`src/hdl/segment_box_face_hit_macros.svh`:
```
// Assertion macros used by the top RTL file of the segment box face hit block.
`ifndef SEGMENT_BOX_FACE_HIT_MACROS_SVH
`define SEGMENT_BOX_FACE_HIT_MACROS_SVH
`ifndef ASSERT_OFF
`define SBFH_ASSERT(lbl, clk, rst, prop, msg) \
  lbl: assert property (@(posedge clk) disable iff (rst) (prop)) else $error(msg);
`define SBFH_ASSERT_NEVER(lbl, clk, rst, bad, msg) \
  lbl: assert property (@(posedge clk) disable iff (rst) !(bad)) else $error(msg);
`else
`define SBFH_ASSERT(lbl, clk, rst, prop, msg)
`define SBFH_ASSERT_NEVER(lbl, clk, rst, bad, msg)
`endif
`endif

```
`src/hdl/sbfh_pkg.sv`:
```
package sbfh_pkg;

  localparam int NUM_AXES   = 3;
  localparam int NUM_LANES  = 2 * NUM_AXES;
  localparam int QUOT_BITS  = 34;
  localparam int PROJ_LAT   = QUOT_BITS + 2;
  localparam int TOTAL_LAT  = PROJ_LAT + 4;

  typedef logic signed [31:0] coord_t;

  typedef struct packed {
    coord_t start_x;
    coord_t start_y;
    coord_t start_z;
    coord_t end_x;
    coord_t end_y;
    coord_t end_z;
    coord_t box_min_x;
    coord_t box_min_y;
    coord_t box_min_z;
    coord_t box_max_x;
    coord_t box_max_y;
    coord_t box_max_z;
  } query_t;

  typedef struct packed {
    logic   crossed;
    coord_t point_x;
    coord_t point_y;
    coord_t point_z;
  } result_t;

  typedef struct packed {
    logic [31:0] mag_a;
    logic [31:0] mag_b;
    logic [31:0] mag_c;
    logic        neg;
  } lane_op_t;

  typedef struct packed {
    logic [QUOT_BITS-1:0] quot;
    logic                 ovf;
    logic                 neg;
  } lane_res_t;

  typedef struct packed {
    logic         reject;
    logic [2:0]   dir_zero;
    coord_t [2:0] face;
    coord_t [2:0] start;
    coord_t [2:0] lo;
    coord_t [2:0] hi;
  } side_t;

endpackage

```
`src/hdl/sbfh_back.sv`:
```
module sbfh_back (
  input  logic                                      clk,
  input  logic                                      rst,
  input  logic                                      in_valid,
  input  sbfh_pkg::side_t                           side,
  input  sbfh_pkg::lane_res_t [sbfh_pkg::NUM_LANES-1:0] lres,
  output logic                                      done,
  output sbfh_pkg::result_t                         result
);
  import sbfh_pkg::*;

  coord_t [NUM_LANES-1:0] proj_next;
  coord_t [NUM_LANES-1:0] proj;
  side_t                  side_a;
  logic                   valid_a;
  logic   [2:0]           inb;
  result_t                result_next;

  always_comb begin
    int o;
    logic [QUOT_BITS:0] mag;
    logic [35:0]        sq;
    logic [35:0]        sum;
    for (int ax = 0; ax < NUM_AXES; ax++) begin
      for (int k = 0; k < 2; k++) begin
        o = ax + 1 + k;
        if (o >= NUM_AXES) begin
          o = o - NUM_AXES;
        end
        mag = lres[2*ax+k].ovf ? {1'b1, {QUOT_BITS{1'b0}}} : {1'b0, lres[2*ax+k].quot};
        sq  = {{(35-QUOT_BITS){1'b0}}, mag};
        if (lres[2*ax+k].neg) begin
          sq = -sq;
        end
        sum = {{4{side.start[o][31]}}, side.start[o]} + sq;
        if (sum[35:31] == 5'b00000 || sum[35:31] == 5'b11111) begin
          proj_next[2*ax+k] = sum[31:0];
        end else if (sum[35]) begin
          proj_next[2*ax+k] = 32'sh8000_0000;
        end else begin
          proj_next[2*ax+k] = 32'sh7fff_ffff;
        end
      end
    end
  end

  always_ff @(posedge clk) begin
    if (rst) begin
      valid_a <= 1'b0;
    end else begin
      valid_a <= in_valid;
    end
    proj   <= proj_next;
    side_a <= side;
  end

  always_comb begin
    int o1;
    int o2;
    coord_t [2:0] pt;
    logic hit;
    logic stop;
    pt   = '0;
    hit  = 1'b0;
    stop = side_a.reject;
    for (int ax = 0; ax < NUM_AXES; ax++) begin
      o1 = (ax + 1 >= NUM_AXES) ? ax + 1 - NUM_AXES : ax + 1;
      o2 = (ax + 2 >= NUM_AXES) ? ax + 2 - NUM_AXES : ax + 2;
      inb[ax] = proj[2*ax] >= side_a.lo[o1] && proj[2*ax] <= side_a.hi[o1] &&
                proj[2*ax+1] >= side_a.lo[o2] && proj[2*ax+1] <= side_a.hi[o2];
      if (!stop) begin
        if (side_a.dir_zero[ax]) begin
          if (ax == NUM_AXES - 1) begin
            hit  = 1'b1;
            stop = 1'b1;
          end
        end else begin
          pt[ax] = side_a.face[ax];
          pt[o1] = proj[2*ax];
          pt[o2] = proj[2*ax+1];
          if (inb[ax]) begin
            hit  = 1'b1;
            stop = 1'b1;
          end
        end
      end
    end
    result_next.crossed = hit;
    result_next.point_x = pt[0];
    result_next.point_y = pt[1];
    result_next.point_z = pt[2];
  end

  always_ff @(posedge clk) begin
    if (rst) begin
      done <= 1'b0;
    end else begin
      done <= valid_a;
    end
    result <= result_next;
  end

endmodule

```
`config.mk`:
```
export PLATFORM = sky130hd
export DESIGN_NAME = sbfh_back
export DESIGN_NICKNAME = d
export VERILOG_FILES = /design/src/hdl/segment_box_face_hit_macros.svh /design/src/hdl/sbfh_pkg.sv /design/src/hdl/sbfh_back.sv
export SDC_FILE = /design/constraint.sdc
export NUM_CORES = 2
export LEC_CHECK = 0
export ABC_AREA = 0
export BUFFER_PORTS_ARGS = -buffer_cell sky130_fd_sc_hd__buf_4
export CAP_MARGIN = 20
export CELL_PAD_IN_SITES_DETAIL_PLACEMENT = 0
export CELL_PAD_IN_SITES_GLOBAL_PLACEMENT = 1
export CORE_ASPECT_RATIO = 0.8
export CORE_MARGIN = 4
export CORE_UTILIZATION = 43
export DETAILED_ROUTE_END_ITERATION = 10
export PLACE_DENSITY_LB_ADDON = 0.1
export SLEW_MARGIN = 20
export SYNTH_ARGS = -nofsm -noshare
export SYNTH_HDL_FRONTEND = slang
export SYNTH_SLANG_ARGS = --single-unit
export TNS_END_PERCENT = 5
```
`constraint.sdc`:
```
create_clock -name clk -period 9.1 [get_ports clk]
set_clock_uncertainty 0.05 [all_clocks]
set_input_delay 2.275 -clock clk [delete_from_list [all_inputs] [get_ports clk]]
set_output_delay 2.275 -clock clk [all_outputs]
set_load 0.02 [all_outputs]
```
# --- Word level (Yosys, flattened, before mapping) ---
# Index checks and enable logic that the tools add are counted.
# Widths: inputs -> output; s select.
totals:
  output_inout_bits: 98
  reg_bits: 583
  input_bits: 607
  elab_cells: 117
classes:
  n_lt_le_gt_ge: 12
  eq_ne: 6
  n_mux: 43
  reduce_logical: 21
  addsub: 12
op_table:
  columns: ["op", "count"]
  rows:
  - ["$mux 96", 6]
  - ["$mux 32", 12]
  - ["$add 36x36->36", 6]
  - ["$mux 36", 6]
  - ["$neg 35->36", 6]
  - ["$mux 35", 6]
  - ["$ge 32x32->1", 6]
  - ["$le 32x32->1", 6]
  - ["$eq 5x5->1 const B", 6]
  - ["$logic_not 5->1", 6]
  - ["$mux 1", 13]
  - ["$logic_and 1x1->1", 9]
  - ["$logic_or 1x1->1", 6]

# --- Longest topological paths before layout ---
depth:
  depth_word: 13
  ltp_mapped: 26
  ltp_nobuf: 21

# --- Worst setup path before layout ---
# OpenSTA, ideal clock, no wires.
synth_timing:
  path_kind: "input to register"
  start: "input port lres[37] (netlist bit)"
  end: "register proj[33] (netlist bit)"
  arrival_ns: 7.741
  n_path_buf: 6
  cell_stages: 26
  slack_ns: 1.176
  t_required_ns: 8.918
  cell_sequence: "clkbuf_1 -> clkbuf_1 -> clkbuf_1 -> clkbuf_1 -> nand2b_1 -> ha_1 -> o21ai_0 -> or2_2 -> o21bai_1 -> or3_1 -> nand2_1 -> and2_1 -> clkbuf_1 -> a311oi_1 -> ha_1 -> and3_1 -> nand3_1 -> nor2_1 -> a221oi_1 -> o21ai_0 -> nor4_1 -> nor4_1 -> a311o_1 -> o31ai_1 -> clkbuf_1 -> a21oi_1"
synth_lines:
  columns: ["element", "line", "text"]
  rows:
  - ["start: declaration", "sbfh_back.sv:6", "input sbfh_pkg::lane_res_t [sbfh_pkg::NUM_LANES-1:0] lres,"]
  - ["end signal: assignment", "sbfh_back.sv:53", "proj <= proj_next;"]
  - ["end: declaration", "sbfh_back.sv:13", "coord_t [NUM_LANES-1:0] proj;"]

==> flow_summary.toml <==
[clock_tree]
cts_sinks = 583
cts_htree_levels = 2
clkLatencyLatePin_ns = 0.64
cts_resized = 0
cts_tree = "built"
cts-root-buf = "clkbuf_16"
clk_pin_slew_ns = 0.07
clockBufferDepth = 3
numCtsBuffers = 56
hold_buffers = 0
cts_setup_buffers = 0

[power_and_ir_drop]
pwr-share-seq = 0.357
power_density_nw_per_um2 = 210
switching_share = 0.406
power.total_mw = 10.5
peakVddDrop_mv = 0.166
p_comb_frac = 0.409
clkPwrFrac = 0.234
p_switching_mw = 4.28
p_int_mw = 6.26
leakage_nw = 23.2

[global_routing]
grt_max_degree = 94
grt_overflow = 0
grt_pass1_wl_um = 244000
grt_pass1_vias = 38000
grt_use_total = 0.314
antenna_found_initial = 17

[synth]
ys_ff_latch = 583
synth_cell_types = 89
yosysSeqAreaShare = 0.280
postSynthCellCount = 5000
synth_edf_count = 0
synth_ff_type = "dfxtp_1"
synth_area_um2 = 41700
synth_async_sr_flop_share = 0
synth_nets = 6219
ys.warnings.count = 0
avgSynthCellArea_um2 = 8.35

[worst_setup_path]
worstPathRequired_ns = 9.54
end_kind = "flop"
startpoint_type = "input port"
cp.arrival_ns = 8.07
path_max_fanout = 37
critPathKind = "input port to flop"

[sta]
timing.final.crit_share = 0.839
maxSlewHeadroom = 0.273
setup_viol = 0
final-hold-violation-count = 0
final-max-slew-violation-count = 0
min_period_ns = 7.63
worstMarginPinSlew_ns = 1.08
fmax_ghz = 0.131
timing.setup.tns_ns = 0
rsz0062_at_grt = "no"

[drt]
drc = 0
ant_nets = 0
wirelength_um = 169000
drtIter0Drc = 3504
vias_per_cell = 5.83
vias = 40500
wl_per_cell_um = 24.3
dr.pass1.iters = 5

[placement]
gp_congestion = 0.976
dpl_cell_area_um2 = 48200
portBuffers = 704
dp_hpwl_um = 141000

[finish]
area_growth_pct = 20.1
final_core_util = 0.524
final_common_cell = "buf_4"
drive_gt1_frac = 0.176
finish.net_count = 6827
finalInstanceArea_um2 = 50200
mostFrequentLayoutCells = "buf_4, ha_1, dfxtp_1"

[status]
status = "finished clean"

[min_path]
hold_path_class = "flop to flop"

[floorplan]
fp.dieH_um = 287
core_area_um2 = 95700
die_w_um = 356
rows = 101
die-area_um2 = 102000
ios = 705
start_util = 0.436

[run]
maxCapViolations = 0
-- sequential cells by signal (all words and copies together) (netlist names) --
register	cells
done	1
proj	192
result	97
side_a	292
valid_a	1
-- per-layer routing --
metal  global-route usage  vias up  part of all wire
met5                    0        -           0.00057
met3               0.0721      210             0.090
met2                0.490     1498              0.44
li1                     -    19600                 -
met4               0.0684       14             0.023
met1                0.440    19100              0.45
-- final timing paths --
kind,depth (start not counted),endpoint,startpoint,slack [ns]
worst min register to register,1,result[96]$_DFF_P_,side_a[387]$_DFF_P_,0.39
worst max register to register,12,result[13]$_DFF_P_,proj[1]$_DFF_P_,3.85
worst min-delay path,1,result[96]$_DFF_P_,side_a[387]$_DFF_P_,0.39
worst max-delay path,23,proj[3]$_DFF_P_,lres[1],1.47
-- power groups by stage --
stage / registers [mW] / logic [mW] / clock network, mW
2_1_floorplan: 3.45 / 2.79 / 0
3_3_place_gp: 3.81 / 4.18 / 0
3_5_place_dp: 3.78 / 4.22 / 0
4_1_cts: 3.74 / 4.25 / 2.49
5_1_grt: 3.77 / 4.80 / 2.59
6_report: 3.76 / 4.31 / 2.46
-- metrics by stage --
| step | hold slack (ns) | cells | setup WS (ns) |
|---|---|---|---|
| 2_1_floorplan | 0.346 | 5000 | 1.18 |
| 3_3_place_gp | 0.369 | 6837 | 1.13 |
| 3_5_place_dp | 0.378 | 6837 | 1.08 |
| 4_1_cts | 0.390 | 6939 | 1.71 |
| 5_1_grt | 0.412 | 6943 | 0.909 |
| 6_report | 0.393 | 6948 | 1.47 |
-- worst max-delay path, stage by stage --
cell       delay (ns)
buf_4            0.35
inv_1            0.14
nand2_1          0.11
ha_1             0.19
o21ai_0          0.15
o21bai_1         0.32
or2_2            0.37
o21ai_1          0.34
o21ai_0          0.29
o21bai_1         0.31
xnor2_1          0.18
ha_1             0.34
a21o_1           0.17
a21o_1           0.17
a21o_1           0.19
a2111oi_0        0.66
nor3_1           0.14
a2111o_1         0.36
a21oi_1          0.17
xnor2_1          0.16
a41oi_2          0.18
buf_4            0.32
o21ai_0          0.16
-- cells in the mapped netlist (67+ instances only) --
cell / instances / share of area
a21o_1: 197 / 0.035
a21oi_1: 379 / 0.045
a31oi_1: 125 / 0.019
clkbuf_1: 146 / 0.013
dfxtp_1: 583 / 0.28
ha_1: 606 / 0.18
inv_1: 292 / 0.026
nand2_1: 346 / 0.031
nand4_1: 103 / 0.015
nor2_1: 291 / 0.026
nor2b_1: 109 / 0.016
nor3_1: 113 / 0.014
o21a_1: 67 / 0.012
o21ai_0: 339 / 0.041
o31ai_1: 179 / 0.032
or3b_2: 95 / 0.020
xnor2_1: 152 / 0.032
xor2_1: 148 / 0.031
-- layout make-up --
class                   count  area, um^2
inverters                 295        1110
repair buffers            732        5500
diodes                      9        22.5
multi-input cells        3940       28300
fillers                  9378       45500
well taps                1287        1610
flip-flops and latches    583       11700
clock buffers              69        1560
clock inverters            33         352
-- cell families after synthesis --
logic type	Yosys count	share of synthesized area
compound gates	1641	0.254
xor+xnor	300	0.0629
fa+ha+maj	612	0.184
buf+inv	477	0.0438
flops	583	0.280
mux	22	0.00533
simple gates	1365	0.170
Note: power is estimated with default switching activity, not from simulation.
