[config.mk]
export PLATFORM = sky130hd
export DESIGN_NAME = sbfh_front
export DESIGN_NICKNAME = d
export VERILOG_FILES = /design/src/hdl/segment_box_face_hit_macros.svh /design/src/hdl/sbfh_pkg.sv /design/src/hdl/sbfh_front.sv
export SDC_FILE = /design/constraint.sdc
export NUM_CORES = 1
export LEC_CHECK = 0
export BUFFER_PORTS_ARGS = -buffer_cell sky130_fd_sc_hd__buf_2
export CORE_AREA = 3 3 532 534
export DETAILED_ROUTE_END_ITERATION = 7
export DIE_AREA = 0 0 535 537
export HOLD_SLACK_MARGIN = 0.08
export MAX_ROUTING_LAYER = met4
export SLEW_MARGIN = 5
export SYNTH_ARGS = -nofsm -noshare
export SYNTH_HDL_FRONTEND = slang
export SYNTH_SLANG_ARGS = --single-unit
[constraint.sdc]
create_clock -name clk -period 22.9 [get_ports clk]
set_clock_uncertainty 0.1 [all_clocks]
set_input_delay 1.145 -clock clk [delete_from_list [all_inputs] [get_ports clk]]
set_output_delay 1.145 -clock clk [all_outputs]
set_load 0.03 [all_outputs]
[src/hdl/segment_box_face_hit_macros.svh]
// Assertion macros used by the top RTL file of the segment box face hit block.
`ifndef SEGMENT_BOX_FACE_HIT_MACROS_SVH
`define SEGMENT_BOX_FACE_HIT_MACROS_SVH
`ifndef ASSERT_OFF
`define SBFH_ASSERT(lbl, clk, rst, prop, msg) \
  lbl: assert property (@(posedge clk) disable iff (rst) (prop)) else $error(msg);
`define SBFH_ASSERT_NEVER(lbl, clk, rst, bad, msg) \
  lbl: assert property (@(posedge clk) disable iff (rst) !(bad)) else $error(msg);
`else
`define SBFH_ASSERT(lbl, clk, rst, prop, msg)
`define SBFH_ASSERT_NEVER(lbl, clk, rst, bad, msg)
`endif
`endif

[src/hdl/sbfh_pkg.sv]
package sbfh_pkg;

  localparam int NUM_AXES   = 3;
  localparam int NUM_LANES  = 2 * NUM_AXES;
  localparam int QUOT_BITS  = 34;
  localparam int PROJ_LAT   = QUOT_BITS + 2;
  localparam int TOTAL_LAT  = PROJ_LAT + 4;

  typedef logic signed [31:0] coord_t;

  typedef struct packed {
    coord_t start_x;
    coord_t start_y;
    coord_t start_z;
    coord_t end_x;
    coord_t end_y;
    coord_t end_z;
    coord_t box_min_x;
    coord_t box_min_y;
    coord_t box_min_z;
    coord_t box_max_x;
    coord_t box_max_y;
    coord_t box_max_z;
  } query_t;

  typedef struct packed {
    logic   crossed;
    coord_t point_x;
    coord_t point_y;
    coord_t point_z;
  } result_t;

  typedef struct packed {
    logic [31:0] mag_a;
    logic [31:0] mag_b;
    logic [31:0] mag_c;
    logic        neg;
  } lane_op_t;

  typedef struct packed {
    logic [QUOT_BITS-1:0] quot;
    logic                 ovf;
    logic                 neg;
  } lane_res_t;

  typedef struct packed {
    logic         reject;
    logic [2:0]   dir_zero;
    coord_t [2:0] face;
    coord_t [2:0] start;
    coord_t [2:0] lo;
    coord_t [2:0] hi;
  } side_t;

endpackage

[src/hdl/sbfh_front.sv]
module sbfh_front (
  input  logic                                    clk,
  input  logic                                    rst,
  input  logic                                    in_valid,
  input  logic                                    mode,
  input  sbfh_pkg::query_t                        query,
  output logic                                    out_valid,
  output sbfh_pkg::lane_op_t [sbfh_pkg::NUM_LANES-1:0] ops,
  output sbfh_pkg::side_t                         side
);
  import sbfh_pkg::*;

  function automatic logic [31:0] mag33(input logic [32:0] v);
    logic [32:0] n;
    n = -v;
    return v[32] ? n[31:0] : v[31:0];
  endfunction

  coord_t [2:0]        s;
  coord_t [2:0]        e;
  coord_t [2:0]        lo;
  coord_t [2:0]        hi;
  logic   [2:0][32:0]  d;
  logic   [2:0][32:0]  off;
  logic   [2:0]        dz;
  coord_t [2:0]        face;
  logic                outside;
  lane_op_t [NUM_LANES-1:0] ops_next;
  side_t               side_next;

  always_comb begin
    int o;
    s  = {query.start_z, query.start_y, query.start_x};
    e  = {query.end_z, query.end_y, query.end_x};
    lo = {query.box_min_z, query.box_min_y, query.box_min_x};
    hi = {query.box_max_z, query.box_max_y, query.box_max_x};
    outside = 1'b0;
    for (int i = 0; i < NUM_AXES; i++) begin
      d[i]    = {e[i][31], e[i]} - {s[i][31], s[i]};
      dz[i]   = (d[i] == '0);
      face[i] = (mode ? (!d[i][32] && !dz[i]) : d[i][32]) ? hi[i] : lo[i];
      off[i]  = {face[i][31], face[i]} - {s[i][31], s[i]};
      if (e[i] < lo[i] || e[i] > hi[i]) begin
        outside = 1'b1;
      end
    end
    for (int ax = 0; ax < NUM_AXES; ax++) begin
      for (int k = 0; k < 2; k++) begin
        o = ax + 1 + k;
        if (o >= NUM_AXES) begin
          o = o - NUM_AXES;
        end
        ops_next[2*ax+k].mag_a = mag33(off[ax]);
        ops_next[2*ax+k].mag_b = mag33(d[o]);
        ops_next[2*ax+k].mag_c = mag33(d[ax]);
        ops_next[2*ax+k].neg   = off[ax][32] ^ d[o][32] ^ d[ax][32];
      end
    end
    side_next.reject   = !mode && outside;
    side_next.dir_zero = dz;
    side_next.face     = face;
    side_next.start    = s;
    side_next.lo       = lo;
    side_next.hi       = hi;
  end

  always_ff @(posedge clk) begin
    if (rst) begin
      out_valid <= 1'b0;
    end else begin
      out_valid <= in_valid;
    end
    ops  <= ops_next;
    side <= side_next;
  end

endmodule

# ---- Yosys cells after proc, flatten, opt, wreduce, memory -nomap -nowiden
# Index checks and enable logic that the tools add are counted.
dict set report word_totals {
  regBits 587
}
dict set report classes {
  n_addsub 12
  n_lt_le_gt_ge 6
  muxes 15
  bitwise_logic 12
  reduce_logical 17
}
# operator count
set ops {}
lappend ops {{32-bit 2-to-1 mux} 9}
lappend ops {{32-bit by 32-bit subtractor with 33-bit output} 6}
lappend ops {{32-bit negation} 6}
lappend ops {{33-bit zero test} 3}
lappend ops {{32-bit greater-than comparator} 3}
lappend ops {{32-bit less-than comparator} 3}
lappend ops {{1-bit bitwise XOR} 12}
lappend ops {{1-bit zero test} 7}
lappend ops {{1-bit 2-to-1 mux} 6}
lappend ops {{1-bit logical AND} 4}
lappend ops {{1-bit logical OR} 3}

# ---- Longest topological paths before layout
dict set report depth {
  depth_word 9
  ltp_mapped 32
  mapped_depth_nobuf 27
}

# ---- Worst setup path before layout
# Ideal clock, no wire load.
dict set report synth_timing {
  path_kind {input to register}
  from {in query[192] (netlist bit)}
  to {reg ops[581] (netlist bit)}
  setup_ns 0.072
  arrival_time_ns 8.141
  setup_slack_ns 14.587
  cell_stages 30
  path_cell_list {inv_1 -> ha_1 -> fa_1 -> nand2b_1 -> a21o_2 -> a21oi_2 -> o31ai_1 -> xnor2_1 -> nor4_1 -> nor3b_1 -> or4b_4 -> o31ai_2 -> buf_6 -> mux2_4 -> buf_12 -> buf_12 -> mux2i_1 -> ha_1 -> clkbuf_1 -> a21oi_1 -> o22ai_1 -> o31a_1 -> nor3b_1 -> xnor2_1 -> nor4_1 -> nand4b_1 -> or4_1 -> o31a_1 -> a21oi_1 -> xnor2_1}
}
# item line
set synth_lines {}
lappend synth_lines {{start, declared} sbfh_front.sv:6} ;# input sbfh_pkg::query_t query,
lappend synth_lines {{end signal, assigned} sbfh_front.sv:73} ;# ops <= ops_next;
lappend synth_lines {{end, declared} sbfh_front.sv:8} ;# output sbfh_pkg::lane_op_t [sbfh_pkg::NUM_LANES-1:0] ops,

==> flow_metrics.py <==
metrics = {
    "clock_network": {
        "cts_hold_buf": 0,
        "ctsLongestPathBuffers": 4,
        "cts_setup_buffers": 0,
        "cts_sinks": 587,
        "clk_pin_slew_worst_paths_ns": 0.06,
        "cts-buffers-inserted": 80,
        "htree_levels": 3,
        "clock-root-buffer": "clkbuf_16",
        "cts_tree": "built",
        "cts_resized": 0,
    },
    "route": {
        "drc": 0,
        "drt_iter0_markers": 3039,
        "firstDrtPassIters": 6,
        "via_count": 36800,
        "totalWireLength_um": 241000,
        "final_antenna_net_count": 0,
        "viasPerCell": 4.03,
        "wire_per_inst_um": 26.4,
    },
    "setup_path": {
        "worstSetupPathType": "input port to flop",
        "cp.required_ns": 23.42,
        "cp_slowest_cell": "nor3b_1",
        "worstPathMaxFanout": 24,
        "crit_buf_inv": 3,
        "worstPathArrival_ns": 9.98,
        "start_kind": "input port",
        "slowest_delay_ns": 0.59,
        "endpoint_kind": "flop",
        "crit_start": "query[192]",
        "cpLargestDelayFamily": "simple AND/OR/NAND/NOR gates",
    },
    "die": {
        "die-area_um2": 287000,
        "initial_core_util": 0.133,
        "core-area_um2": 279000,
        "die_y_um": 537,
        "ios": 1359,
        "rows": 194,
        "die_x_um": 535,
    },
    "sta": {
        "hold_viol": 0,
        "grt_setup_unrepaired": "false",
        "finalCriticalPeriod_ns": 9.46,
        "tightestPinTransition_ns": 1.02,
        "fin_ws_ns": 13.44,
        "timing.final.crit_share": 0.413,
        "maxSlewHeadroom": 0.305,
        "drv_slew": 0,
        "setup_violations": 0,
        "finalSetupTns_ns": 0,
        "fmax_mhz": 106,
    },
    "yosys": {
        "synth-main-ff-cell": "dfxtp_1",
        "synth_cell_type_count": 103,
        "ys_ff_latch": 587,
        "synthesis.area_um2": 37200,
        "synth_cells": 4288,
        "synth_nets": 5072,
        "synth_edf_count": 0,
        "ys_warn_count": 0,
        "ys_seq_area_frac": 0.316,
        "syn_area_per_cell_um2": 8.67,
        "synth-async-reset-ratio": 0,
    },
    "layout": {
        "design_area_um2": 48300,
        "nets": 6029,
        "fin_util": 0.173,
        "layout-drive-gt1-share": 0.295,
        "seq_area_um2": 11800,
        "area_growth_pct": 30.0,
        "multi_input_area_um2": 20900,
        "nFillCells": 31500,
    },
    "power": {
        "power_density_nw_per_um2": 114,
        "p_leak_nw": 22.4,
        "peakVddDrop_uv": 98.1,
    },
    "global_routing": {
        "grt_pass1_vias": 34000,
        "grt_pass1_wl_um": 310000,
        "grt-ovfl-total": 0,
        "grt_max_degree": 75,
        "grt_usage": 0.163,
        "antenna_found_initial": 164,
    },
    "min_path": {
        "whs_endpoint": "side[271]$_DFF_P_",
        "holdPathStages": 1,
        "worstHoldStart": "query[303]",
        "hold_class": "input port to flop",
    },
    "flow_run": {
        "maxCapViolCount": 0,
    },
    "placement": {
        "place_area_um2": 45400,
        "dp_slack_ns": 12.89,
        "gp_congestion": 0.996,
        "post-dp-hpwl_um": 213000,
        "io_buffer_count": 1358,
    },
    "status": {
        "status": "complete, no violations",
    },
}
## layout make-up
type                       instances  share of cell area
clock inverter                    38             0.00937
antenna                           98             0.00507
tap                             3724              0.0964
inverter                         343              0.0266
timing repair buffer            1371               0.143
sequential                       587               0.243
multi-input combinational       2862               0.431
clock buffer                     101              0.0453
## worst max-delay path by stage
stage	to	slack [ns]	depth (start not counted)
after detailed placement	ops[576]$_DFF_P_	12.89	28
final	ops[552]$_DFF_P_	13.44	28
after floorplan	ops[581]$_DFF_P_	14.59	30
after CTS	ops[580]$_DFF_P_	13.68	28
after global routing	ops[285]$_DFF_P_	12.92	28
after global placement	ops[580]$_DFF_P_	12.80	28
## stage by stage
stage	power [mW]	instances	hold slack (ns)
6_report	5.51	9124	0.384
2_1_floorplan	3.47	4288	1.07
4_1_cts	5.56	9026	0.275
3_5_place_dp	4.21	8887	1.16
5_1_grt	5.73	9101	0.319
3_3_place_gp	4.22	8887	1.16
## cell families (layout without fill, tap and decap cells)
kind of cell    after synthesis  count (layout)  synth area share
compound gates             1049            1049             0.182
xor+xnor                    329             329            0.0775
fa+ha+maj                   396             396             0.134
buf+inv                     839            1853             0.126
flops                       587             587             0.316
mux                         127             127            0.0346
other cells                   0              98                 0
simple gates                961             961             0.129
## layout by cell type (no fill, tap or decap), types with 10 or more instances in the layout
cell / n
diode_2: 98
o31a_1: 17
nand3_1: 69
xor2_1: 110
dfxtp_1: 587
nor3b_1: 12
a21o_1: 131
nor4_1: 26
clkbuf_1: 11
nand2b_1: 36
o21bai_1: 23
o21ai_1: 24
mux2i_1: 116
nor3_1: 76
a211oi_1: 61
nand4_1: 72
nor2b_1: 48
inv_6: 13
or2_2: 15
or4_1: 11
nand2_1: 215
o31ai_1: 37
o21a_1: 43
ha_1: 390
o41ai_1: 10
xnor2_1: 217
o21ai_0: 179
clkbuf_16: 81
and3_1: 32
buf_4: 14
o211ai_1: 29
inv_1: 342
or3_1: 21
nor2_1: 256
a21boi_0: 10
buf_2: 1357
a21oi_1: 320
o22ai_1: 11
a31oi_1: 36
and2_1: 21
## sequential cells by signal, indices dropped and copies added (netlist names)
| name | count |
|---|---|
| side | 388 |
| out_valid | 1 |
| ops | 198 |
## where the power goes
part | leakage, nW | total [mW] | switching, mW | internal [mW]
logic | 16.2 | 2.70 | 1.97 | 0.729
clock network | 1.28 | 1.31 | 0.553 | 0.755
registers | 4.95 | 1.50 | 0.268 | 1.23
## cells in the mapped netlist, types with 7 or more instances
library cell,instances,area (um2)
dfxtp_1,587,11800
ha_1,390,4880
buf_4,387,2910
inv_1,342,1280
a21oi_1,320,1600
nor2_1,256,961
xnor2_1,219,1920
nand2_1,215,807
o21ai_0,179,896
a21o_1,131,983
mux2i_1,117,1170
xor2_1,110,963
clkbuf_1,90,338
nor3_1,76,380
nand4_1,72,450
nand3_1,69,345
a211oi_1,61,458
nor2b_1,48,300
o21a_1,43,323
a31oi_1,41,257
o31ai_1,38,285
nand2b_1,36,225
and3_1,32,200
o211ai_1,29,218
nor4_1,26,163
o21ai_1,24,120
o21bai_1,23,173
and2_1,21,131
or3_1,21,131
o31a_1,17,149
or2_2,15,93.8
nor3b_1,12,90.1
o22ai_1,11,68.8
or4_1,11,82.6
a21boi_0,10,75.1
o41ai_1,10,87.6
mux2_2,9,101
a41oi_1,8,70.1
buf_2,8,40.0
a2111oi_0,7,61.3
a211o_1,7,61.3
a221o_1,7,70.1
or2_1,7,43.8
## metal layers
metal	global-route usage	wire, um
met2	0.254	107000
met5	-	0
met4	0.0902	15600
met3	0.0456	21400
met1	0.189	96700
Note: power is estimated with default switching activity, not from simulation.
